[config.mk]
export PLATFORM = sky130hd
export DESIGN_NAME = mtvb_front
export DESIGN_NICKNAME = d
export VERILOG_FILES = /design/src/design/mtvb_pkg.sv /design/src/design/mtvb_front.sv
export SDC_FILE = /design/constraint.sdc
export NUM_CORES = 2
export LEC_CHECK = 0
export ABC_CLOCK_PERIOD_IN_PS = 8410
export BUFFER_PORTS_ARGS = -buffer_cell sky130_fd_sc_hd__buf_2
export CAP_MARGIN = 30
export CORE_MARGIN = 2
export CORE_UTILIZATION = 38
export CTS_BUF_LIST = sky130_fd_sc_hd__clkbuf_8 sky130_fd_sc_hd__clkbuf_16
export DETAILED_ROUTE_END_ITERATION = 10
export GPL_TIMING_DRIVEN = 0
export PLACE_DENSITY = 0.61
export SLEW_MARGIN = 10
export SYNTH_ARGS = -nofsm -noshare
export SYNTH_HDL_FRONTEND = slang
export SYNTH_SLANG_ARGS = --single-unit
[constraint.sdc]
create_clock -name clk -period 8.41 [get_ports clk]
set_input_delay 0.4205 -clock clk [delete_from_list [all_inputs] [get_ports clk]]
set_output_delay 0.4205 -clock clk [all_outputs]
set_load 0.1 [all_outputs]
[src/design/mtvb_pkg.sv]
package mtvb_pkg;

	localparam int VEC_WIDTH_DEF = 24;
	localparam int FRAC_BITS_DEF = 16;
	localparam int LIMIT_WIDTH = 16;
	localparam int WEIGHT_WIDTH = 17;
	localparam int CFG_DATA_WIDTH = 16;
	localparam int CFG_INDEX_WIDTH = 1;
	localparam int QUEUE_DEPTH = 2;

	typedef enum logic [0:0] {
		CFG_DIRECTION_MODE = 1'b0,
		CFG_ZERO_LENGTH_LIMIT = 1'b1
	} cfg_index_t;

	typedef enum logic [0:0] {
		ACT_BIND = 1'b0,
		ACT_DELTA = 1'b1
	} action_t;

	// back-end sequencer
	typedef enum logic [2:0] {
		BK_IDLE,
		BK_SQ,
		BK_ROOT,
		BK_CHECK,
		BK_DIV,
		BK_DONE
	} bk_state_t;

	// flags that travel with a queued vertex
	typedef struct packed {
		logic direction;
		logic saturated;
	} vtx_flags_t;

endpackage

[src/design/mtvb_front.sv]
module mtvb_front #(
	parameter int VEC_WIDTH = mtvb_pkg::VEC_WIDTH_DEF,
	parameter int FRAC_BITS = mtvb_pkg::FRAC_BITS_DEF
) (
	input  logic                                    clk,
	input  logic                                    arst_n,
	input  logic                                    in_valid,
	output logic                                    in_ready,
	input  logic                                    action,
	input  logic signed [VEC_WIDTH-1:0]             vec_x,
	input  logic signed [VEC_WIDTH-1:0]             vec_y,
	input  logic signed [VEC_WIDTH-1:0]             vec_z,
	input  logic [mtvb_pkg::WEIGHT_WIDTH-1:0]       weight,
	input  logic                                    last,
	input  logic                                    direction_mode,
	output logic                                    push,
	input  logic                                    full,
	output logic [6*VEC_WIDTH-1:0]                  push_vecs,
	output mtvb_pkg::vtx_flags_t                    push_flags
);

	localparam int WW = mtvb_pkg::WEIGHT_WIDTH;
	localparam int PW = VEC_WIDTH + WW + 1;
	localparam int AW = PW + 2;
	localparam logic signed [AW-1:0] VMAX_A = AW'((longint'(1) <<< (VEC_WIDTH-1)) - 1);
	localparam logic signed [AW-1:0] VMIN_A = -VMAX_A - AW'(1);
	localparam logic signed [PW-1:0] HALF = PW'(longint'(1) <<< (FRAC_BITS-1));

	logic signed [VEC_WIDTH-1:0] acc_q [3];
	logic signed [VEC_WIDTH-1:0] bind_q [3];
	logic                        clip_q;

	// stage 1: registered product of a delta item
	logic                        busy_s1;
	logic                        last_s1;
	logic signed [PW-1:0]        prod_s1 [3];

	logic [WW-1:0]               w_sat;
	logic signed [VEC_WIDTH-1:0] vin [3];
	logic signed [VEC_WIDTH-1:0] acc_n [3];
	logic                        clip_n;
	logic                        take;
	logic                        bind_last_q;

	assign vin[0] = vec_x;
	assign vin[1] = vec_y;
	assign vin[2] = vec_z;
	assign w_sat = (weight > WW'(65536)) ? WW'(65536) : weight;
	// a last item needs queue room when it completes; hold off while a bind push is pending
	assign in_ready = !busy_s1 && !bind_last_q && !(last && full);
	assign take = in_valid && in_ready;

	always_comb begin
		logic signed [PW-1:0] r;
		logic signed [AW-1:0] s;
		clip_n = clip_q;
		for (int i = 0; i < 3; i++) begin
			r = (prod_s1[i] + HALF) >>> FRAC_BITS;
			s = AW'(acc_q[i]) + AW'(r);
			if (s > VMAX_A) begin
				acc_n[i] = VEC_WIDTH'(VMAX_A);
				clip_n = 1'b1;
			end else if (s < VMIN_A) begin
				acc_n[i] = VEC_WIDTH'(VMIN_A);
				clip_n = 1'b1;
			end else begin
				acc_n[i] = VEC_WIDTH'(s);
			end
		end
	end

	always_ff @(posedge clk or negedge arst_n) begin
		if (!arst_n) begin
			busy_s1 <= 1'b0;
			clip_q <= 1'b0;
			for (int i = 0; i < 3; i++) begin
				acc_q[i] <= '0;
				bind_q[i] <= '0;
			end
		end else begin
			if (busy_s1) begin
				busy_s1 <= 1'b0;
				clip_q <= clip_n;
				for (int i = 0; i < 3; i++) acc_q[i] <= acc_n[i];
			end
			if (take && action == mtvb_pkg::ACT_BIND) begin
				clip_q <= 1'b0;
				for (int i = 0; i < 3; i++) begin
					acc_q[i] <= vin[i];
					bind_q[i] <= vin[i];
				end
			end else if (take) begin
				busy_s1 <= 1'b1;
			end
		end
	end

	always_ff @(posedge clk) begin
		if (take) begin
			last_s1 <= last;
			for (int i = 0; i < 3; i++)
				prod_s1[i] <= PW'(vin[i]) * $signed({1'b0, w_sat});
		end
	end

	// bind items push from a registered flag; deltas push during their add stage
	always_ff @(posedge clk or negedge arst_n) begin
		if (!arst_n) bind_last_q <= 1'b0;
		else bind_last_q <= take && action == mtvb_pkg::ACT_BIND && last;
	end

	assign push = bind_last_q || (busy_s1 && last_s1);
	always_comb begin
		push_vecs = '0;
		for (int i = 0; i < 3; i++) begin
			push_vecs[i*VEC_WIDTH +: VEC_WIDTH] = bind_last_q ? acc_q[i] : acc_n[i];
			push_vecs[(i+3)*VEC_WIDTH +: VEC_WIDTH] = bind_q[i];
		end
		push_flags.direction = direction_mode;
		push_flags.saturated = bind_last_q ? clip_q : clip_n;
	end

endmodule

==> results.py <==
metrics = {
    "floorplan": {
        "initial_core_util": 0.3838,
        "chipHeight_um": 393.4,
        "rows": 142,
        "io-pin-count": 244,
        "dieArea_um2": 154800,
        "die_x_um": 393.4,
        "core_region_area_um2": 150100,
    },
    "synth": {
        "ys_types": 78,
        "yosysSeqAreaShare": 0.1066,
        "synth.avg_cell_area_um2": 9.065,
        "synth_ff_type": "dfrtp_1",
        "netlist_area_um2": 57620,
        "async_flop_share": 0.6419,
        "yosys_warnings": 0,
        "syn_inst": 6357,
        "ys_ff_latch": 229,
        "synth_edf_count": 82,
        "syn_nets": 8031,
    },
    "cells_and_area": {
        "final_cell_mix": "inv_1, fa_1, nand2_1",
        "fillCellCount": 14839,
        "final_common_cell": "inv_1",
        "drive_above_1_share": 0.06860,
        "area_growth_pct": 10.09,
        "finalNetCount": 8359,
    },
    "detailed_routing": {
        "viasPerCell": 5.183,
        "firstDrtPassIters": 5,
        "routedWlPerCell_um": 23.34,
        "route.detailed.drc": 0,
        "ant_nets": 0,
        "dr_total_vias": 45323,
        "initialDrtViolationCount": 3083,
        "wl_um": 204100,
    },
    "critical_path": {
        "crit_fanout": 10,
        "cp_common_cell": "fa_1",
        "cpPeakStageDelay_ps": 530,
        "crit_arrival_ps": 8610,
        "critical_path_class": "in2reg",
        "required_ps": 8810,
        "crit_path_start_kind": "input pin",
        "crit_path_end_kind": "flip-flop",
        "crit_slowest_cell": "fa_1",
    },
    "timing": {
        "setup_viol": 0,
        "post-route-min-period_ps": 8218,
        "rsz0062_at_grt": "false",
        "fin_skew_ps": 40.78,
        "relSlewSlack": 0.2578,
        "post-route-period-util": 0.9772,
        "report.final.slew_viol_count": 0,
        "timing.hold.ws_ps": 61.19,
        "fmax_mhz": 121.7,
        "final.setup.tns_ps": 0,
        "tightest_slew_ps": 1113,
        "finalHoldViolations": 0,
    },
    "global_route": {
        "overflow": 0,
        "first_global_vias": 47645,
        "grt_max_degree": 79,
        "antenna_found_initial": 49,
        "grt_usage": 0.2648,
        "grt_pass1_wl_um": 304500,
    },
    "clock_tree": {
        "htree_levels": 1,
        "cts_buffer_depth": 3,
        "cts_buffers": 29,
        "cts.sinks": 229,
        "cts_root_buffer": "clkbuf_16",
        "clk_latency_ps": 670,
        "cts_tree": "yes",
        "clkTransAtPathRegs_ps": 60,
    },
    "placement": {
        "dp_hpwl_um": 170900,
        "portBuffers": 233,
        "place.gp.congestion": 0.9752,
    },
    "hold_path": {
        "hold_class": "in2reg",
    },
    "job": {
        "cap_viol_max_count": 0,
    },
    "outcome": {
        "status": "complete, no violations",
    },
}
==> critical path, delay by kind of cell <==
family	cells	cell delay [ps]
AND/OR/NAND/NOR	4	840
adder cells (fa/ha/maj)	7	3190
AO/OA/AOI/OAI	9	2140
buffers and inverters	11	1820
XOR/XNOR	1	160
==> kinds of logic after synthesis <==
logic type      share of synthesized area
buf+inv                            0.1113
compound gates                    0.06531
mux                              0.009315
simple gates                       0.1742
xor+xnor                          0.03435
fa+ha+maj                          0.4990
flops                              0.1066
==> cells in the mapped netlist (69+ instances only) <==
library cell | count | area, um^2
nor2_1 | 105 | 394.1
nand2_1 | 858 | 3221
clkbuf_1 | 258 | 968.4
and2_1 | 745 | 4661
xnor2_1 | 161 | 1410
fa_1 | 1200 | 24020
edfxtp_1 | 82 | 2462
inv_1 | 1420 | 5330
ha_1 | 378 | 4730
dfrtp_1 | 147 | 3679
a21o_1 | 76 | 570.6
a21oi_1 | 188 | 940.9
nand3_1 | 69 | 345.3
==> metal layers <==
| layer | up-vias | global-route usage | share of wire |
|---|---|---|---|
| met5 | - | 0 | 0.00080 |
| met4 | 28 | 0.1395 | 0.061 |
| met3 | 480 | 0.05719 | 0.092 |
| met2 | 1815 | 0.4290 | 0.46 |
| met1 | 23212 | 0.3312 | 0.38 |
| li1 | 19788 | - | - |
==> through the flow <==
| step | setup WS, ps | utilization | cells | cell area [um^2] |
|---|---|---|---|---|
| 6_report | 191.7 | 0.4226 | 8744 | 63440 |
| 5_1_grt | 13.70 | 0.4223 | 8725 | 63390 |
| 4_1_cts | -23.77 | 0.4210 | 8715 | 63210 |
| 3_5_place_dp | -1796 | 0.4140 | 8661 | 62160 |
| 3_3_place_gp | -2729 | 0.4084 | 8606 | 61310 |
| 2_1_floorplan | 1044 | - | 6357 | 57620 |
==> state kept, by name (all words and copies together) (netlist names) <==
| signal | cells |
|---|---|
| acc_q | 72 |
| bind_last_q | 1 |
| busy_s1 | 1 |
| clip_q | 1 |
| last_s1 | 1 |
| prod_s1 | 81 |
| push_vecs | 72 |
==> worst paths after layout <==
kind | startpoint | endpoint | slack (ps) | depth (start not counted)
max in group asynchronous | arst_n | acc_q[69] | 7100 | 3
worst min-delay path | action | busy_s1 | 60 | 2
worst max register to register | prod_s1[0][59] | acc_q[44] | 2920 | 18
worst max-delay path | weight[14] | prod_s1[0][83] | 190 | 32
worst min register to register | push_vecs[104] | push_vecs[104] | 470 | 2
min in group asynchronous | arst_n | push_vecs[115] | 390 | 2
==> timing repair <==
item                       CTS  global route
pin swaps                    1             3
hold buffers                 2             1
buffers inserted             0             3
cloned                       0             1
hold endpoints to repair    78             1
setup endpoints to repair   62            21
resized for setup           63            37
==> area by class of cell <==
type / instances / area, um^2 / share of cell area
antenna: 22 / 55.05 / 0.0008678
buffer: 281 / 1192 / 0.01880
clock buffer: 32 / 778.2 / 0.01227
clock inverter: 20 / 137.6 / 0.002169
inverter: 1420 / 5333 / 0.08406
multi-input combinational: 4428 / 45220 / 0.7128
sequential: 229 / 6141 / 0.09680
tap: 2016 / 2522 / 0.03976
timing repair buffer: 296 / 2059 / 0.03246
Power is not shown: default switching activity piles up to over one toggle a cycle in this logic, so the estimate is an artifact.
