$ cat src/design/mtvb_pkg.sv
package mtvb_pkg;

	localparam int VEC_WIDTH_DEF = 24;
	localparam int FRAC_BITS_DEF = 16;
	localparam int LIMIT_WIDTH = 16;
	localparam int WEIGHT_WIDTH = 17;
	localparam int CFG_DATA_WIDTH = 16;
	localparam int CFG_INDEX_WIDTH = 1;
	localparam int QUEUE_DEPTH = 2;

	typedef enum logic [0:0] {
		CFG_DIRECTION_MODE = 1'b0,
		CFG_ZERO_LENGTH_LIMIT = 1'b1
	} cfg_index_t;

	typedef enum logic [0:0] {
		ACT_BIND = 1'b0,
		ACT_DELTA = 1'b1
	} action_t;

	// back-end sequencer
	typedef enum logic [2:0] {
		BK_IDLE,
		BK_SQ,
		BK_ROOT,
		BK_CHECK,
		BK_DIV,
		BK_DONE
	} bk_state_t;

	// flags that travel with a queued vertex
	typedef struct packed {
		logic direction;
		logic saturated;
	} vtx_flags_t;

endpackage

$ cat src/design/mtvb_back.sv
module mtvb_back #(
	parameter int VEC_WIDTH = mtvb_pkg::VEC_WIDTH_DEF,
	parameter int FRAC_BITS = mtvb_pkg::FRAC_BITS_DEF
) (
	input  logic                                  clk,
	input  logic                                  arst_n,
	input  logic                                  job_valid,
	output logic                                  job_pop,
	input  logic [6*VEC_WIDTH-1:0]                job_vecs,
	input  mtvb_pkg::vtx_flags_t                  job_flags,
	input  logic [mtvb_pkg::LIMIT_WIDTH-1:0]      zero_length_limit,
	output logic                                  out_valid,
	input  logic                                  out_ready,
	output logic signed [VEC_WIDTH-1:0]           out_x,
	output logic signed [VEC_WIDTH-1:0]           out_y,
	output logic signed [VEC_WIDTH-1:0]           out_z,
	output logic                                  used_fallback,
	output logic                                  degenerate,
	output logic                                  saturated
);

	localparam int MW = VEC_WIDTH;                   // magnitude width
	localparam int SW = 2*MW + 2;                    // sum of squares
	localparam int RW = SW/2 + 1;                    // root width
	localparam int RCW = $clog2(RW + 1);
	localparam int NW = MW + FRAC_BITS;              // dividend width
	localparam int QW = NW + 1;
	localparam int QCW = $clog2(QW + 1);
	localparam logic [QW-1:0] QMAX = QW'((longint'(1) <<< (VEC_WIDTH-1)) - 1);

	mtvb_pkg::bk_state_t state_q, state_n;

	logic [MW-1:0]  mag_q [3];
	logic           neg_q [3];
	logic [MW-1:0]  bmag_q [3];
	logic           bneg_q [3];
	logic           fb_q, dg_q, dir_q, sat_q;
	logic [1:0]     idx_q;
	logic [SW-1:0]  sq_q;
	logic [2*MW-1:0] prod_s1;
	logic           prod_v_s1;
	logic [SW-1:0]  rem_q;
	logic [RW-1:0]  root_q;
	logic [RCW-1:0] rcnt_q;
	logic [QW+RW:0] drem_q;
	logic [QW-1:0]  quo_q;
	logic [QCW-1:0] dcnt_q;
	logic [QW-1:0]  num_w;
	logic signed [VEC_WIDTH-1:0] res_q [3];
	logic           obusy_q;

	// degenerate check and restoring division step
	logic           deg_w;
	logic [QW+RW:0] d_shift;
	logic [QW+RW:0] d_sub;

	assign job_pop = state_q == mtvb_pkg::BK_IDLE && job_valid && !obusy_q;
	assign out_valid = obusy_q;

	always_comb begin
		state_n = state_q;
		unique case (state_q)
			mtvb_pkg::BK_IDLE:
				if (job_pop) state_n = job_flags.direction ? mtvb_pkg::BK_SQ
					: mtvb_pkg::BK_DONE;
			mtvb_pkg::BK_SQ:
				if (prod_v_s1 && idx_q == 2'd2) state_n = mtvb_pkg::BK_ROOT;
			mtvb_pkg::BK_ROOT:
				if (rcnt_q == RCW'(1)) state_n = mtvb_pkg::BK_CHECK;
			mtvb_pkg::BK_CHECK:
				// too short: retry with the bind vector, or give up on the second try
				if (!deg_w) state_n = mtvb_pkg::BK_DIV;
				else if (fb_q) state_n = mtvb_pkg::BK_DONE;
				else state_n = mtvb_pkg::BK_SQ;
			mtvb_pkg::BK_DIV:
				if (dcnt_q == QCW'(1) && idx_q == 2'd2) state_n = mtvb_pkg::BK_DONE;
			mtvb_pkg::BK_DONE:
				state_n = mtvb_pkg::BK_IDLE;
			default: state_n = mtvb_pkg::BK_IDLE;
		endcase
	end

	always_comb begin
		deg_w = root_q <= RW'(zero_length_limit);
		num_w = QW'({mag_q[idx_q], FRAC_BITS'(0)}) + QW'(root_q >> 1);
		d_shift = {drem_q[QW+RW-1:0], num_w[dcnt_q-QCW'(1)]};
		d_sub = d_shift - (QW+RW+1)'(root_q);
	end

	logic [SW-1:0] sq_top;
	assign sq_top = sq_q >> (2*(rcnt_q-RCW'(1)));

	always_ff @(posedge clk or negedge arst_n) begin
		if (!arst_n) begin
			state_q <= mtvb_pkg::BK_IDLE;
			obusy_q <= 1'b0;
			prod_v_s1 <= 1'b0;
		end else begin
			state_q <= state_n;
			prod_v_s1 <= state_q == mtvb_pkg::BK_SQ && !prod_v_s1;
			if (state_q == mtvb_pkg::BK_DONE) obusy_q <= 1'b1;
			else if (out_ready) obusy_q <= 1'b0;
		end
	end

	always_ff @(posedge clk) begin
		logic [SW-1:0] rr;
		logic [SW-1:0] tt;
		unique case (state_q)
			mtvb_pkg::BK_IDLE: if (job_pop) begin
				dir_q <= job_flags.direction;
				sat_q <= job_flags.saturated;
				fb_q <= 1'b0;
				dg_q <= 1'b0;
				idx_q <= '0;
				sq_q <= '0;
				for (int i = 0; i < 3; i++) begin
					logic signed [VEC_WIDTH-1:0] a, b;
					a = job_vecs[i*VEC_WIDTH +: VEC_WIDTH];
					b = job_vecs[(i+3)*VEC_WIDTH +: VEC_WIDTH];
					neg_q[i] <= a[VEC_WIDTH-1];
					mag_q[i] <= a[VEC_WIDTH-1] ? MW'(-a) : MW'(a);
					bneg_q[i] <= b[VEC_WIDTH-1];
					bmag_q[i] <= b[VEC_WIDTH-1] ? MW'(-b) : MW'(b);
					res_q[i] <= a;
				end
			end
			mtvb_pkg::BK_SQ: begin
				if (!prod_v_s1) begin
					prod_s1 <= mag_q[idx_q] * mag_q[idx_q];
				end else begin
					sq_q <= sq_q + SW'(prod_s1);
					if (idx_q == 2'd2) begin
						idx_q <= '0;
						rem_q <= '0;
						root_q <= '0;
						rcnt_q <= RCW'(SW/2);
					end else begin
						idx_q <= idx_q + 2'd1;
					end
				end
			end
			mtvb_pkg::BK_ROOT: begin
				rr = {rem_q[SW-3:0], sq_top[1:0]};
				tt = SW'({root_q, 2'b01});
				if (rr >= tt) begin
					rem_q <= rr - tt;
					root_q <= {root_q[RW-2:0], 1'b1};
				end else begin
					rem_q <= rr;
					root_q <= {root_q[RW-2:0], 1'b0};
				end
				rcnt_q <= rcnt_q - RCW'(1);
			end
			mtvb_pkg::BK_CHECK: begin
				idx_q <= '0;
				drem_q <= '0;
				quo_q <= '0;
				dcnt_q <= QCW'(NW + RW + 1 > QW ? QW : NW + RW + 1);
				if (deg_w) begin
					if (fb_q) begin
						// bind too short: emit zero
						dg_q <= 1'b1;
						for (int i = 0; i < 3; i++) res_q[i] <= '0;
					end else begin
						fb_q <= 1'b1;
						for (int i = 0; i < 3; i++) begin
							mag_q[i] <= bmag_q[i];
							neg_q[i] <= bneg_q[i];
						end
						sq_q <= '0;
					end
				end
			end
			mtvb_pkg::BK_DIV: begin
				if (d_shift >= (QW+RW+1)'(root_q)) begin
					drem_q <= d_sub;
					quo_q <= {quo_q[QW-2:0], 1'b1};
				end else begin
					drem_q <= d_shift;
					quo_q <= {quo_q[QW-2:0], 1'b0};
				end
				dcnt_q <= dcnt_q - QCW'(1);
				if (dcnt_q == QCW'(1)) begin
					logic [QW-1:0] q;
					q = (d_shift >= (QW+RW+1)'(root_q)) ? {quo_q[QW-2:0], 1'b1}
						: {quo_q[QW-2:0], 1'b0};
					if (q > QMAX) q = QMAX;
					res_q[idx_q] <= neg_q[idx_q] ? -VEC_WIDTH'(q) : VEC_WIDTH'(q);
					idx_q <= idx_q + 2'd1;
					drem_q <= '0;
					quo_q <= '0;
					dcnt_q <= QCW'(QW);
				end
			end
			default: ;
		endcase
	end

	always_ff @(posedge clk) begin
		if (state_q == mtvb_pkg::BK_DONE) begin
			out_x <= res_q[0];
			out_y <= res_q[1];
			out_z <= res_q[2];
			used_fallback <= dir_q & fb_q;
			degenerate <= dir_q & dg_q;
			saturated <= sat_q;
		end
	end

endmodule

$ cat config.mk
export PLATFORM = sky130hd
export DESIGN_NAME = mtvb_back
export DESIGN_NICKNAME = d
export VERILOG_FILES = /design/src/design/mtvb_pkg.sv /design/src/design/mtvb_back.sv
export SDC_FILE = /design/constraint.sdc
export NUM_CORES = 2
export LEC_CHECK = 0
export BUFFER_PORTS_ARGS = -buffer_cell sky130_fd_sc_hd__buf_2
export CAP_MARGIN = 20
export CORE_MARGIN = 4
export CORE_UTILIZATION = 55
export DETAILED_ROUTE_END_ITERATION = 8
export HOLD_SLACK_MARGIN = 0.05
export PLACE_DENSITY = 0.79
export REMOVE_ABC_BUFFERS = 1
export SETUP_SLACK_MARGIN = 0.4
export SKIP_LAST_GASP = 1
export SYNTH_ARGS = -nofsm -noshare
export SYNTH_HDL_FRONTEND = slang
export SYNTH_SLANG_ARGS = --single-unit
export TNS_END_PERCENT = 1
$ cat constraint.sdc
create_clock -name clk -period 11.71 [get_ports clk]
set_input_delay 2.9275 -clock clk [delete_from_list [all_inputs] [get_ports clk]]
set_output_delay 2.9275 -clock clk [all_outputs]
set_load 0.1 [all_outputs]
==> metrics.md <==
| Metric | Value |
|---|---|
| Slew Limit Fails | 0 |
| Post-Route Skew | 49.7 ps |
| Core Region | 0.0903 sq mm |
| #FFs+latches synth | 599 |
| Die W | 310 um |
| Slowest-stage cell, CP | dfxtp_1 |
| Yosys top cell area share | 35.4% |
| Final Critical Period | 9950 ps |
| Post-CTS setup buffer count | 0 |
| Clk sinks | 599 |
| Slew @ Worst Pin | 1190 ps |
| Worst reg2reg path endpoint | res_q[2][16]$_DFFE_PP_ |
| Fmax achieved | 0.100 GHz |
| Vias/cell | slightly above 6 |
| Initial Util | 55.7% |
| Antenna Nets Post-Route | 0 |
| Post-synth EDFFs | 592 |
| Die Y | 310 um |
| Endpoint, Worst Hold | out_y[3]$_DFFE_PP_ |
| WHS Path Cells | 0 |
| Ports | roughly 240 |
| Hold buffers post-CTS | 0 |
| Fin nets | 6052 |
| Part of the cycle the worst path needs | 85.0% |
| Critical Path Most Common Cell | ha_1 |
| Max Cap Violations | 0 |
| Syn avg cell area | 10.1 sq um |
| Final setup viols | 0 |
| Worst skew pair latency | 640 ps |
| Setup TNS | 0 ps |
| CP Max Fanout | 16 |
| Synth warnings | 0 |
| Hold Path Class | flop to flop |
| CTS buffer count | 68 |
| Via count | 39000 |
| CTS resizes | 0 |
| Bufs and invs on worst path | 4 |
| Ys async rst share | 0.835% |
| First drt pass iteration count | 6 |
| Top cells by area, synth | edfxtp_1, fa_1, ha_1 |
| Largest net degree at the start of global routing | 80 |
| CTS root buf | clkbuf_16 |
| Worst Hold Launch | res_q[1][3]$_DFFE_PP_ |
| RSZ-0062 raised after global routing | no |
| Die Area | 0.0963 sq mm |
| Yosys cell types | 87 |
| Setup crit end kind | flop |
| Initial antenna violation count | 17 |
| Startpoint type of the worst setup path | flop |
| Overflow after GRT | 0 |
| Buffers added on ports | about 240 |
| Reg2Reg Setup Slack | 1760 ps |
| Detailed Place HPWL | 109000 um |
| Placement row count | between 100 and 150 |
| Synth Flop Type | edfxtp_1 |
| Run status | finished, final reports clean |
| Sequential element share of the synthesized area | a little over a third |
| Post-Syn Instances | 4973 |
| Routed length per instance | roughly 22 um |
| Worst Path Class, Setup | flop to flop |
| Clock Tree Buf Depth | 3 |
| Routed WL | 143000 um |
| First-pass GRT wire length | 221000 um |
| Crit path max-delay family | compound AO/OA/AOI/OAI gates |
| Clk pin slew, worst setup/hold paths | 60 ps |
| Cell with the most instances after synthesis | edfxtp_1 |
| Worst EP arrival | just over 10000 ps |
| CTS tree | built |
| Final Hold Vio Count | 0 |
| Dominant cell type by area after synthesis | edfxtp_1 |
| Total Routing Usage GR | 29.7% |
| Req. time, crit path | 12060 ps |
| Starting DRT DRC Count | 3877 |
| Area grow syn2layout | 9.43% |
| Vias in the first global route | between 30000 and 40000 |
| # DRC | 0 |
| Max-slew headroom | about a fifth |
| Synth top cells by count | edfxtp_1, inv_1, nor2_1 |
| Placer's final routability congestion estimate | between 0.9 and 1 |
| H-tree depth | 3 |
| Share of cells above drive strength 1 | 9.37% |
| Synthesized cell area | around 0.050 sq mm |
| FF-to-FF path depth | 31 |
| Slowest stage delay, CP | about 660 ps |
-- worst max path at each step --
stage | slack, ps | endpoint | from | cells past startpoint
3_3_place_gp | 2270 | res_q[1][16]$_DFFE_PP_ | flop | 31
3_5_place_dp | 2090 | res_q[1][16]$_DFFE_PP_ | flop | 31
5_1_grt | 1210 | res_q[2][16]$_DFFE_PP_ | flop | 31
6_report | 1760 | res_q[2][16]$_DFFE_PP_ | flop | 31
4_1_cts | 1960 | res_q[2][16]$_DFFE_PP_ | flop | 31
2_1_floorplan | 1720 | mag_q[0][0]$_DFFE_PP_ | zero_length_limit[1] | 11
-- state kept, by name (all words and copies together), names as in the netlist, 26 cells and up, named ones only --
name,count
quo_q,40
sq_q,50
drem_q,67
rem_q,48
prod_s1,47
res_q,72
bmag_q,72
root_q,26
mag_q,72
-- layout make-up --
cell class / count / area (sq um)
multi-input cells: 3589 / 29500
well taps: 1176 / 1470
diodes: 8 / 20.0
flip-flops and latches: 599 / 17900
fillers: 7360 / 35300
repair buffers: 294 / 1600
clock inverters: 35 / 443
inverters: 593 / 2230
clock buffers: 86 / 1840
-- layer usage --
metal	share of wire, %	up-vias	track usage (%)
met4	5.1	18	13.0
met3	11	390	7.45
met2	46	2055	47.5
met1	39	18900	38.8
li1	-	17600	-
met5	0.073	-	0
-- per-stage QoR --
step	worst slack, ps	cells	util [%]	instance area (sq um)	hold slack, ps
after floorplan	1720	4781	-	49500	400
after global placement	2270	6251	58.4	52700	402
after detailed placement	2090	6251	58.4	52700	405
after CTS	1960	6372	60.9	55000	412
after global routing	1210	6375	60.9	55000	424
final	1760	6380	60.9	55000	419
-- worst register-to-register path, delay by kind of cell (launching register included) --
kind / cells / cell delay [ps]
AO/OA/AOI/OAI: 15 / 4580
adder cells (fa/ha/maj): 4 / 1390
buffers and inverters: 4 / 1200
AND/OR/NAND/NOR: 5 / 1020
flip-flops: 1 / 660
XOR/XNOR: 2 / 550
multiplexers: 1 / 240
-- cells by family after synthesis --
logic type | count (synthesis) | synth area share, %
muxes | 71 | 1.90
DFF | 599 | 35.7
adders and majority gates | 741 | 24.9
buffers and inverters | 785 | 5.92
AOI/OAI and AO/OA | 972 | 12.2
and+or+nand+nor | 1489 | 13.9
xor gates and xnor gates | 316 | 5.51
-- cell usage in the layout, fill, tap and decap left out, drive strengths merged, types with 39 or more instances in the layout --
master and instances:
ha 312, edfxtp 592, xor2 125, inv 586, nor2 525, or3 66, a21oi 300, or4 51
clkbuf 86, and2 54, nor3 75, o21ai 215, nand2 404, nor4 42, fa 429, buf 294
nand3 97, xnor2 191, o21a 48, o31ai 60, a21o 127, mux2i 39
Power is not shown: default switching activity piles up to over one toggle a cycle in this logic, so the estimate is an artifact.
