--- src/design/mtvb_pkg.sv ---
package mtvb_pkg;

	localparam int VEC_WIDTH_DEF = 24;
	localparam int FRAC_BITS_DEF = 16;
	localparam int LIMIT_WIDTH = 16;
	localparam int WEIGHT_WIDTH = 17;
	localparam int CFG_DATA_WIDTH = 16;
	localparam int CFG_INDEX_WIDTH = 1;
	localparam int QUEUE_DEPTH = 2;

	typedef enum logic [0:0] {
		CFG_DIRECTION_MODE = 1'b0,
		CFG_ZERO_LENGTH_LIMIT = 1'b1
	} cfg_index_t;

	typedef enum logic [0:0] {
		ACT_BIND = 1'b0,
		ACT_DELTA = 1'b1
	} action_t;

	// back-end sequencer
	typedef enum logic [2:0] {
		BK_IDLE,
		BK_SQ,
		BK_ROOT,
		BK_CHECK,
		BK_DIV,
		BK_DONE
	} bk_state_t;

	// flags that travel with a queued vertex
	typedef struct packed {
		logic direction;
		logic saturated;
	} vtx_flags_t;

endpackage

--- src/design/mtvb_queue.sv ---
module mtvb_queue #(
	parameter int WIDTH = 8,
	parameter int DEPTH = mtvb_pkg::QUEUE_DEPTH
) (
	input  logic             clk,
	input  logic             arst_n,
	input  logic             push,
	input  logic [WIDTH-1:0] push_data,
	output logic             full,
	input  logic             pop,
	output logic             not_empty,
	output logic [WIDTH-1:0] pop_data
);

	localparam int IW = (DEPTH > 1) ? $clog2(DEPTH) : 1;

	logic [WIDTH-1:0] mem_q [DEPTH];
	logic [IW-1:0]    wr_q, rd_q;
	logic [IW:0]      cnt_q;

	assign full = cnt_q == (IW+1)'(DEPTH);
	assign not_empty = cnt_q != '0;
	assign pop_data = mem_q[rd_q];

	always_ff @(posedge clk or negedge arst_n) begin
		if (!arst_n) begin
			wr_q <= '0;
			rd_q <= '0;
			cnt_q <= '0;
		end else begin
			if (push) wr_q <= (wr_q == IW'(DEPTH-1)) ? '0 : wr_q + IW'(1);
			if (pop) rd_q <= (rd_q == IW'(DEPTH-1)) ? '0 : rd_q + IW'(1);
			cnt_q <= cnt_q + (IW+1)'(push) - (IW+1)'(pop);
		end
	end

	always_ff @(posedge clk) begin
		if (push) mem_q[wr_q] <= push_data;
	end

endmodule

--- config.mk ---
export PLATFORM = sky130hd
export DESIGN_NAME = mtvb_queue
export DESIGN_NICKNAME = d
export VERILOG_FILES = /design/src/design/mtvb_pkg.sv /design/src/design/mtvb_queue.sv
export SDC_FILE = /design/constraint.sdc
export NUM_CORES = 1
export LEC_CHECK = 0
export BUFFER_PORTS_ARGS = -buffer_cell sky130_fd_sc_hd__buf_2
export CAP_MARGIN = 20
export CORE_MARGIN = 4
export CORE_UTILIZATION = 49
export DETAILED_ROUTE_END_ITERATION = 10
export GPL_TIMING_DRIVEN = 0
export PLACE_DENSITY = 0.71
export SLEW_MARGIN = 20
export SYNTH_ARGS = -nofsm -noshare
export SYNTH_HDL_FRONTEND = slang
export SYNTH_SLANG_ARGS = --single-unit
--- constraint.sdc ---
create_clock -name clk -period 1.76 [get_ports clk]
set_input_delay 0 -clock clk [delete_from_list [all_inputs] [get_ports clk]]
set_output_delay 0 -clock clk [all_outputs]
set_load 0.02 [all_outputs]
==> results.ini, run 1 <==
[critical_path]
r2r_end = cnt_q[1]$_DFF_PN0_
reg2reg_depth = 5
r2r-start = cnt_q[0]$_DFF_PN0_
endpoint_kind = flop
crit_fanout = 3
path_class = reg2reg
reg2reg_slack_ns = 0.39
worstPathArrival_ns = 1.54
start_kind = flop
crit_required_ns = 1.93

[cts]
cts.path.max_buffers = 2
post-cts-setup-buffers = 0
ctsResizeCount = 0
ctsRootBufferMaster = clkbuf_4
cts_inserted_buffers = 3
ctsHoldBuffers = 11
htree_levels = 1
cts_sinks = 20
clk-insertion-delay-late_ns = 0.29
clk_transition_reported_paths_ns = 0.10
cts_tree = yes

[final_layout]
nFillCells = 113
n_antenna_cell = 0
multi_input_area_sq_um = 211.5
mostFrequentLayoutCells = 21 x buf_2, 16 x edfxtp_1, 11 x dlygate4sd3_1, 8 x mux2_4, 4 x dfrtp_1
nNetsFinal = 91
regArea_sq_um = 580.6
syn_to_final_growth_pct = 32.25
layout_commonest_cell = buf_2
drive_above_1_share_pct = 44.74

[synthesis]
yosysUniqueCellTypes = 11
ys_seq_area_share_pct = 71.60
yosys_warnings = 0
synth_top_area_cell = edfxtp_1
syn-cell-area_sq_um = 810.8
postSynthAreaPerCell_sq_um = 20.27
ys_top_cells_by_area = edfxtp_1 59%, mux2_4 15%, dfrtp_1 12%, ha_1 3.1%, xor3_1 2.9%
synth_seq_cells = 20
syn-instance-count = 40
synth_fp_nets = 54
post-synth-top-area-fraction_pct = 59.26

[route]
ant_nets = 0
wirelength_um = 1233
wl_per_cell_um = 13.40
drt_iter0_drc = 6
vias = 447
drc = 0
top_layer = met4
dr_wl_met3_um = 76
wl_met1_um = 486
via_per_inst = 4.859
routed-wl-met2_um = 662
dr.pass1.iters = 2

[global_route]
antenna_found_initial = 0
grt_pass1_vias = 485
grt_max_degree = 12
track_usage_pct = 11.18
grt_pass1_wl_um = 2049
grt_overflow = 0

[power]
p_leak_nw = 0.4715
p_clk_share_pct = 13.9
total_power_mw = 1.555
sw_frac_of_total_pct = 31.98
p_per_area_nw_per_um2 = 1450
ir_worst_vdd_mv = 0.7460
combPwrFrac_pct = 41.7
seqPwrFrac_pct = 44.4
internal_power_mw = 1.058
power.switching_uw = 497.5

[sta]
drv_slew = 0
tightest_slew_ns = 0.6971
period_minus_slack_ns = 1.367
period_share_pct = 77.69
setup_viol = 0
slew-limit-headroom_pct = 53.43
setup_tns_ns = 0
fin_skew_ns = 0.004869
max_freq_mhz = 731.3
rsz0062_at_grt = false
hold_viol_final = 0

[die]
start_util_pct = 52.60
io_pins = 22
dieArea_sq_um = 2369
rows = 14
coreArea_sq_um = 1541
die_h_um = 48.68
die_w_um = 48.68

[place]
gp_routability_congestion = 0.6271
dp_hpwl_um = 825.1
port_buffers = 21

[worst_hold_path]
min_path_type = in2async

[run_status]
status = completed

[flow_run]
max_cap_viol_count = 0

## stage by stage
stage          util [%]  hold WS (ns)  worst slack (ns)  instance area [sq um]  std cells
2_1_floorplan         -       -0.2956            0.4546                  810.8         40
3_3_place_gp      60.71       -0.1907            0.3966                  935.9         77
3_5_place_dp      60.71       -0.1899            0.3954                  935.9         77
4_1_cts           69.56       0.01856            0.3860                   1072         92
5_1_grt           69.56       0.04570            0.2949                   1072         92
6_report          69.56       0.03729            0.3926                   1072         92
## logic make-up after synthesis
| kind of cell | count (synthesis) | share of synthesized area [%] |
|---|---|---|
| flip-flops | 20 | 71.61 |
| multiplexers | 8 | 14.82 |
| XOR/XNOR | 3 | 5.093 |
| buffers and inverters | 3 | 2.315 |
| AND/OR/NAND/NOR | 4 | 3.087 |
| adder cells (fa/ha/maj) | 2 | 3.086 |
## sequential cells by signal, summed over array words and instances, names as in the netlist
name and count:
rd_q 1, wr_q 1, cnt_q 2, mem_q 16
## cell type report
cell class,instances,area share (%)
sequential,20,54.14
clock buffer,4,2.450
inverter,2,0.7001
tap,16,1.867
multi-input combinational,17,19.72
timing repair buffer,32,20.07
buffer,1,1.050
## critical path, cell delays in order, from the launching register on
cell     delay, ns
dfrtp_1       0.37
inv_1         0.05
ha_1          0.26
inv_1         0.06
ha_1          0.13
xor3_1        0.39
## worst max-delay path by stage
stage | startpoint | end | cells after the start | slack, ns
after floorplan | cnt_q[0]$_DFF_PN0_ | cnt_q[1]$_DFF_PN0_ | 5 | 0.45
after global placement | wr_q$_DFFE_PN0P_ | mem_q[0][7]$_DFFE_PP_ | 1 | 0.40
after detailed placement | cnt_q[0]$_DFF_PN0_ | cnt_q[1]$_DFF_PN0_ | 5 | 0.40
after CTS | cnt_q[0]$_DFF_PN0_ | cnt_q[1]$_DFF_PN0_ | 5 | 0.39
after global routing | cnt_q[0]$_DFF_PN0_ | cnt_q[1]$_DFF_PN0_ | 5 | 0.29
final | cnt_q[0]$_DFF_PN0_ | cnt_q[1]$_DFF_PN0_ | 5 | 0.39
## synthesized netlist by cell type (all sizes together)
| cell type | count |
|---|---|
| edfxtp | 16 |
| mux2 | 8 |
| dfrtp | 4 |
| ha | 2 |
| inv | 2 |
| nor2b | 2 |
| xor2 | 2 |
| and2 | 1 |
| buf | 1 |
| or2 | 1 |
| xor3 | 1 |
## power groups by stage
stage / Sequential, mW / Clock (mW) / Combinational (mW)
6_report: 0.691 / 0.217 / 0.648
3_3_place_gp: 0.696 / 0 / 0.627
3_5_place_dp: 0.703 / 0 / 0.637
2_1_floorplan: 0.692 / 0 / 0.487
5_1_grt: 0.704 / 0.246 / 0.698
4_1_cts: 0.692 / 0.225 / 0.656
## layer usage
layer	vias to the layer above	global-route usage (%)
met5	-	0
met4	0	6.726
met3	2	2.761
met2	12	20.22
met1	213	11.27
li1	220	-
(Power assumes the default switching activity.)
==> run 2: changes to the inputs <==
--- a/config.mk
+++ b/config.mk
@@ -8,10 +8,10 @@
 export BUFFER_PORTS_ARGS = -buffer_cell sky130_fd_sc_hd__buf_2
 export CAP_MARGIN = 20
 export CORE_MARGIN = 4
-export CORE_UTILIZATION = 49
+export CORE_UTILIZATION = 44
 export DETAILED_ROUTE_END_ITERATION = 10
 export GPL_TIMING_DRIVEN = 0
-export PLACE_DENSITY = 0.71
+export PLACE_DENSITY = 0.67
 export SLEW_MARGIN = 20
 export SYNTH_ARGS = -nofsm -noshare
 export SYNTH_HDL_FRONTEND = slang
==> constraint.sdc (replaced) <==
create_clock -name clk -period 1.15 [get_ports clk]
set_input_delay 0 -clock clk [delete_from_list [all_inputs] [get_ports clk]]
set_output_delay 0 -clock clk [all_outputs]
set_load 0.02 [all_outputs]
==> run 2 against run 1 <==
The run now ends with negative setup slack left; critical path depth shrank 2; via count decreased by 0.45%; sequential share of layout area down 2.7 points; clock power rose by 48%; sequential power rose by 55%; die area grew 9.5%; design area up 5.3%; worst setup slack worse by 0.51 ns; hold slack improved by 0.0010 ns; first-iteration DRC count is the same; register-to-register slack got worse by 0.44 ns; power rose by 61%; critical endpoint is now pop_data[3].
==> results.ini, run 2 (same netlist as run 1, synthesis figures left out) <==
[power]
ir_worst_vdd_mv = 1.238
power.switching_uw = 775.2
seqPwrFrac_pct = 42.6
combPwrFrac_pct = 44.6
p_leak_nw = 0.4949
p_clk_share_pct = 12.8
p_per_area_nw_per_um2 = 2222
internal_power_mw = 1.733
sw_frac_of_total_pct = 30.91

[critical_path]
path_class = reg2out
start_kind = flop
endpoint_kind = output port
worstPathArrival_ns = 1.27
crit_fanout = 9
cp_slowest_stage_delay_ns = 0.38
crit_required_ns = 1.15
crit_chain = buf_6 -> mux2_4 -> buf_2
slowest_stage = dfrtp_1

[cts]
cts_sinks = 20
ctsRootBufferMaster = clkbuf_4
cts_tree = yes
cts_inserted_buffers = 3
clk_transition_reported_paths_ns = 0.10
htree_levels = 1
cts.path.max_buffers = 2
clk-insertion-delay-late_ns = 0.28

[final_layout]
largest_register_ffs = 16
nFillCells = 134
mostFrequentLayoutCells = 18 x buf_2, 16 x edfxtp_1, 11 x dlygate4sd3_1, 8 x mux2_4
nNetsFinal = 93
layout_commonest_cell = buf_2
syn_to_final_growth_pct = 39.20
reg.largest.list = mem_q (16), cnt_q (2)
post-route-util_pct = 64.66
final_cell_area_sq_um = 1129
n_antenna_cell = 0
drive_above_1_share_pct = 48.72
top_register = mem_q
regArea_sq_um = 580.6
multi_input_area_sq_um = 222.7

[worst_hold_path]
min_path_type = in2async

[sta]
slew-limit-headroom_pct = 83.51
period_share_pct = 110.2
max_freq_mhz = 789.0
hold_viol_final = 0
holdWs_ns = 0.03832
tightest_slew_ns = 0.2468
drv_slew = 0
setup_tns_ns = -0.9618
period_minus_slack_ns = 1.267
rsz0062_at_grt = true
setup_viol = 10
fin_skew_ns = 0.001487
fin_ws_ns = -0.1174

[global_route]
grt_pass1_wl_um = 1932
grt_pass1_vias = 460
antenna_found_initial = 0
grt_max_degree = 12
grt_overflow = 0
track_usage_pct = 10.47

[place]
place_area_sq_um = 949.7
gp_routability_congestion = 0.6663
port_buffers = 21

[die]
dieArea_sq_um = 2593
die_w_um = 50.93
coreArea_sq_um = 1745
start_util_pct = 46.45
die_h_um = 50.93
io_pins = 22
rows = 15

[route]
wirelength_um = 1197
wl_per_cell_um = 11.62
drt_iter0_drc = 6
routed-wl-met2_um = 675
top_layer = met4
ant_nets = 0
wl_met1_um = 449
via_per_inst = 4.320
dr.pass1.iters = 4
drc = 0
vias = 445
dr_wl_met3_um = 62

[flow_run]
max_cap_viol_count = 0

[run_status]
status = complete, but fails checks
failed_checks = negative setup slack

run 2: cell count changes in the layout (fill, tap and decap cells not counted):
| cell | change |
|---|---|
| nor2b_4 | +1 |
| or2_2 | -1 |
| buf_4 | +2 |
| nor2b_1 | -1 |
| and2_2 | +1 |
| and2_1 | -1 |
| buf_2 | -3 |
| buf_6 | +3 |
| or2_4 | +1 |
run 2: routing by layer:
layer,global-route usage [%],vias to the layer above
li1,-,221
met1,11.32,212
met2,18.67,10
met3,1.749,2
met4,6.726,0
met5,0,-
run 2: path summary, 6_finish.rpt:
kind	from	endpoint	slack, ns	cells after the start
worst min register to register	wr_q$_DFFE_PN0P_	wr_q$_DFFE_PN0P_	0.54	1
worst min-delay path	arst_n	cnt_q[1]$_DFF_PN0_	0.04	2
min in group clk	pop	cnt_q[1]$_DFF_PN0_	0.19	3
worst max register to register	cnt_q[0]$_DFF_PN0_	cnt_q[1]$_DFF_PN0_	-0.05	5
worst max-delay path	rd_q$_DFFE_PN0P_	pop_data[3]	-0.12	3
max in group asynchronous	arst_n	rd_q$_DFFE_PN0P_	0.99	2
run 2: what timing repair did:
action | in CTS | in global routing
setup buffers | 1 | 1
setup endpoints to repair | 10 | 26
pin swaps | 0 | 1
endpoints found under the hold margin | 23 | 0
hold buffers | 11 | 0
resized for setup | 5 | 4
run 2: through the flow:
stage / cells / power [mW] / setup WS, ns
detailed placement: 86 / 2.044 / -0.04128
CTS: 102 / 2.484 / -0.1360
global placement: 86 / 2.026 / -0.02099
global route: 103 / 2.664 / -0.1704
finish: 103 / 2.508 / -0.1174
floorplan: 40 / 1.808 / 0.01460
run 2: power by group through the flow:
stage / logic [mW] / registers (mW) / clock network, mW
floorplan: 0.747 / 1.06 / 0
global placement: 0.957 / 1.07 / 0
detailed placement: 0.967 / 1.08 / 0
CTS: 1.08 / 1.06 / 0.340
global route: 1.21 / 1.08 / 0.374
finish: 1.12 / 1.07 / 0.322
run 2: worst max-delay path: cells and delay by family (launching register included):
family                 cells  cell delay, ns
DFF                        1            0.38
buffers and inverters      2            0.31
muxes                      1            0.29
run 2: final cells by class:
type	count	area share, %
sequential	20	51.44
timing repair buffer	34	22.06
multi-input combinational	17	19.73
tap	25	2.772
clock buffer	4	2.328
buffer	1	0.9978
inverter	2	0.6652
==> run 3: changes to the inputs <==
--- a/config.mk
+++ b/config.mk
@@ -7,7 +7,6 @@
 export LEC_CHECK = 0
 export BUFFER_PORTS_ARGS = -buffer_cell sky130_fd_sc_hd__buf_2
 export CAP_MARGIN = 20
-export CORE_MARGIN = 4
 export CORE_UTILIZATION = 44
 export DETAILED_ROUTE_END_ITERATION = 10
 export GPL_TIMING_DRIVEN = 0
==> run 3 against run 2 <==
The flow still finishes with violations (negative setup slack); maximum frequency down 1.9%; count of clock-buffer cells in the layout shrank 1; clock power about the same; critical endpoint is now pop_data[2]; design area rose by 5.9%; via count rose by 7.0%; register-to-register slack about the same; largest cell class unchanged; core utilization grew 4.5 points; critical path depth did not move; combinational power up 22%; first-iteration DRC count is 67% lower; die area decreased by 22%.
==> results.ini, run 3 (same netlist as run 1, synthesis figures left out) <==
[power]
ir_worst_vdd_mv = 1.245
total_power_mw = 2.770
p_per_area_nw_per_um2 = 2318
p_leak_nw = 0.5240

[global_route]
grt_overflow = 0
grt_pass1_vias = 463
antenna_found_initial = 0
grt_max_degree = 12
grt_pass1_wl_um = 2187
track_usage_pct = 16.61

[critical_path]
crit_fanout = 5
cp_top_family = flip-flops
crit_required_ns = 1.15
crit_chain = buf_6 -> mux2_4 -> buf_6
crit_top_cell = buf_6
cp_num_buf_inv = 2
start_kind = flop
path_class = reg2out
cp_slowest_stage_delay_ns = 0.42
worstPathArrival_ns = 1.29
endpoint_kind = output port
slowest_stage = dfrtp_1

[sta]
period_share_pct = 112.3
fin_ws_ns = -0.1415
setup_viol = 10
period_minus_slack_ns = 1.291
fin_skew_ns = 0.002452
rsz0062_at_grt = true
drv_slew = 0
max_freq_mhz = 774.3
hold_viol_final = 0
tightest_slew_ns = 0.2675
slew-limit-headroom_pct = 82.13

[cts]
cts_inserted_buffers = 3
clk_transition_reported_paths_ns = 0.11
cts_sinks = 20
htree_levels = 1
clk-insertion-delay-late_ns = 0.29
ctsRootBufferMaster = clkbuf_4
cts_tree = yes
cts.path.max_buffers = 2

[route]
ant_nets = 0
wl_per_cell_um = 13.64
drt_iter0_drc = 2
dr.pass1.iters = 2
vias = 476
drc = 0
via_per_inst = 4.491
wirelength_um = 1446

[final_layout]
syn_to_final_growth_pct = 47.38
layout_commonest_cell = edfxtp_1
drive_above_1_share_pct = 50.62
post-route-util_pct = 69.20
largest_register_ffs = 16
final_cell_area_sq_um = 1195
top_register = mem_q
nFillCells = 135
nNetsFinal = 96
reg.largest.list = mem_q (16), cnt_q (2)
mostFrequentLayoutCells = 16 x edfxtp_1, 11 x buf_6, 11 x dlygate4sd3_1, 11 x buf_2, 8 x mux2_4
n_antenna_cell = 0

[die]
dieArea_sq_um = 2018
die_h_um = 44.93
die_w_um = 44.93
io_pins = 22
coreArea_sq_um = 1727
rows = 15
start_util_pct = 46.96

[flow_run]
max_cap_viol_count = 0

[place]
dp_hpwl_um = 835.3
gp_routability_congestion = 0.6329
port_buffers = 21
place_area_sq_um = 949.7

[run_status]
status = complete, but fails checks
failed_checks = negative setup slack

[worst_hold_path]
min_path_type = in2async

==> run 3: cell types whose count changed in the layout (fill, tap and decap cells not counted), sizes merged <==
cell,before,now
buf,24,27
clkbuf,4,3
clkinv,0,1
==> run 3: cell type report <==
class | count | area [sq um] | share of cell area (%)
sequential | 20 | 580.6 | 48.59
clock inverter | 1 | 3.754 | 0.3141
clock buffer | 3 | 22.52 | 1.885
tap | 25 | 31.28 | 2.618
timing repair buffer | 37 | 315.3 | 26.39
multi-input combinational | 17 | 222.7 | 18.64
inverter | 2 | 7.507 | 0.6283
buffer | 1 | 11.26 | 0.9424
==> run 3: worst paths after layout <==
kind,startpoint,to,slack (ns),cells after the start
max,rd_q$_DFFE_PN0P_,pop_data[2],-0.14,3
min,arst_n,wr_q$_DFFE_PN0P_,0.05,2
max reg2reg,cnt_q[0]$_DFF_PN0_,cnt_q[1]$_DFF_PN0_,-0.04,5
min reg2reg,wr_q$_DFFE_PN0P_,wr_q$_DFFE_PN0P_,0.54,1
max in group asynchronous,arst_n,cnt_q[0]$_DFF_PN0_,0.97,2
min in group clk,pop,cnt_q[0]$_DFF_PN0_,0.22,4
==> run 3: layer usage <==
layer	wire (um)	vias up	global-route usage (%)
met1	589	235	19.30
li1	-	229	-
met5	0	-	0
met3	35	0	6.000
met2	820	12	28.41
met4	0	0	5.455
==> run 3: where the power goes <==
group	internal (mW)	switching (mW)	leakage [nW]
clock network	0.126	0.199	0.0154
registers	0.985	0.0915	0.197
logic	0.804	0.565	0.312
==> run 3: what timing repair did <==
| action | 4_1_cts | 5_1_grt |
|---|---|---|
| buffers inserted | 2 | 2 |
| cloned | 1 | 0 |
| resized for setup | 23 | 1 |
| endpoints found under the setup margin | 18 | 10 |
| hold buffers | 11 | 0 |
| hold endpoints to repair | 23 | 0 |
==> run 3: through the flow <==
stage                      TNS, ns  hold WS, ns  std cells  setup WS [ns]
after floorplan                  0      -0.2956         40        0.01460
after global placement    -0.02554      -0.1874         86       -0.02554
after detailed placement   -0.1414      -0.1859         86       -0.05291
after CTS                   -1.244      0.01449        104        -0.1548
after global routing        -1.685      0.03695        106        -0.1894
final                       -1.130      0.05405        106        -0.1415
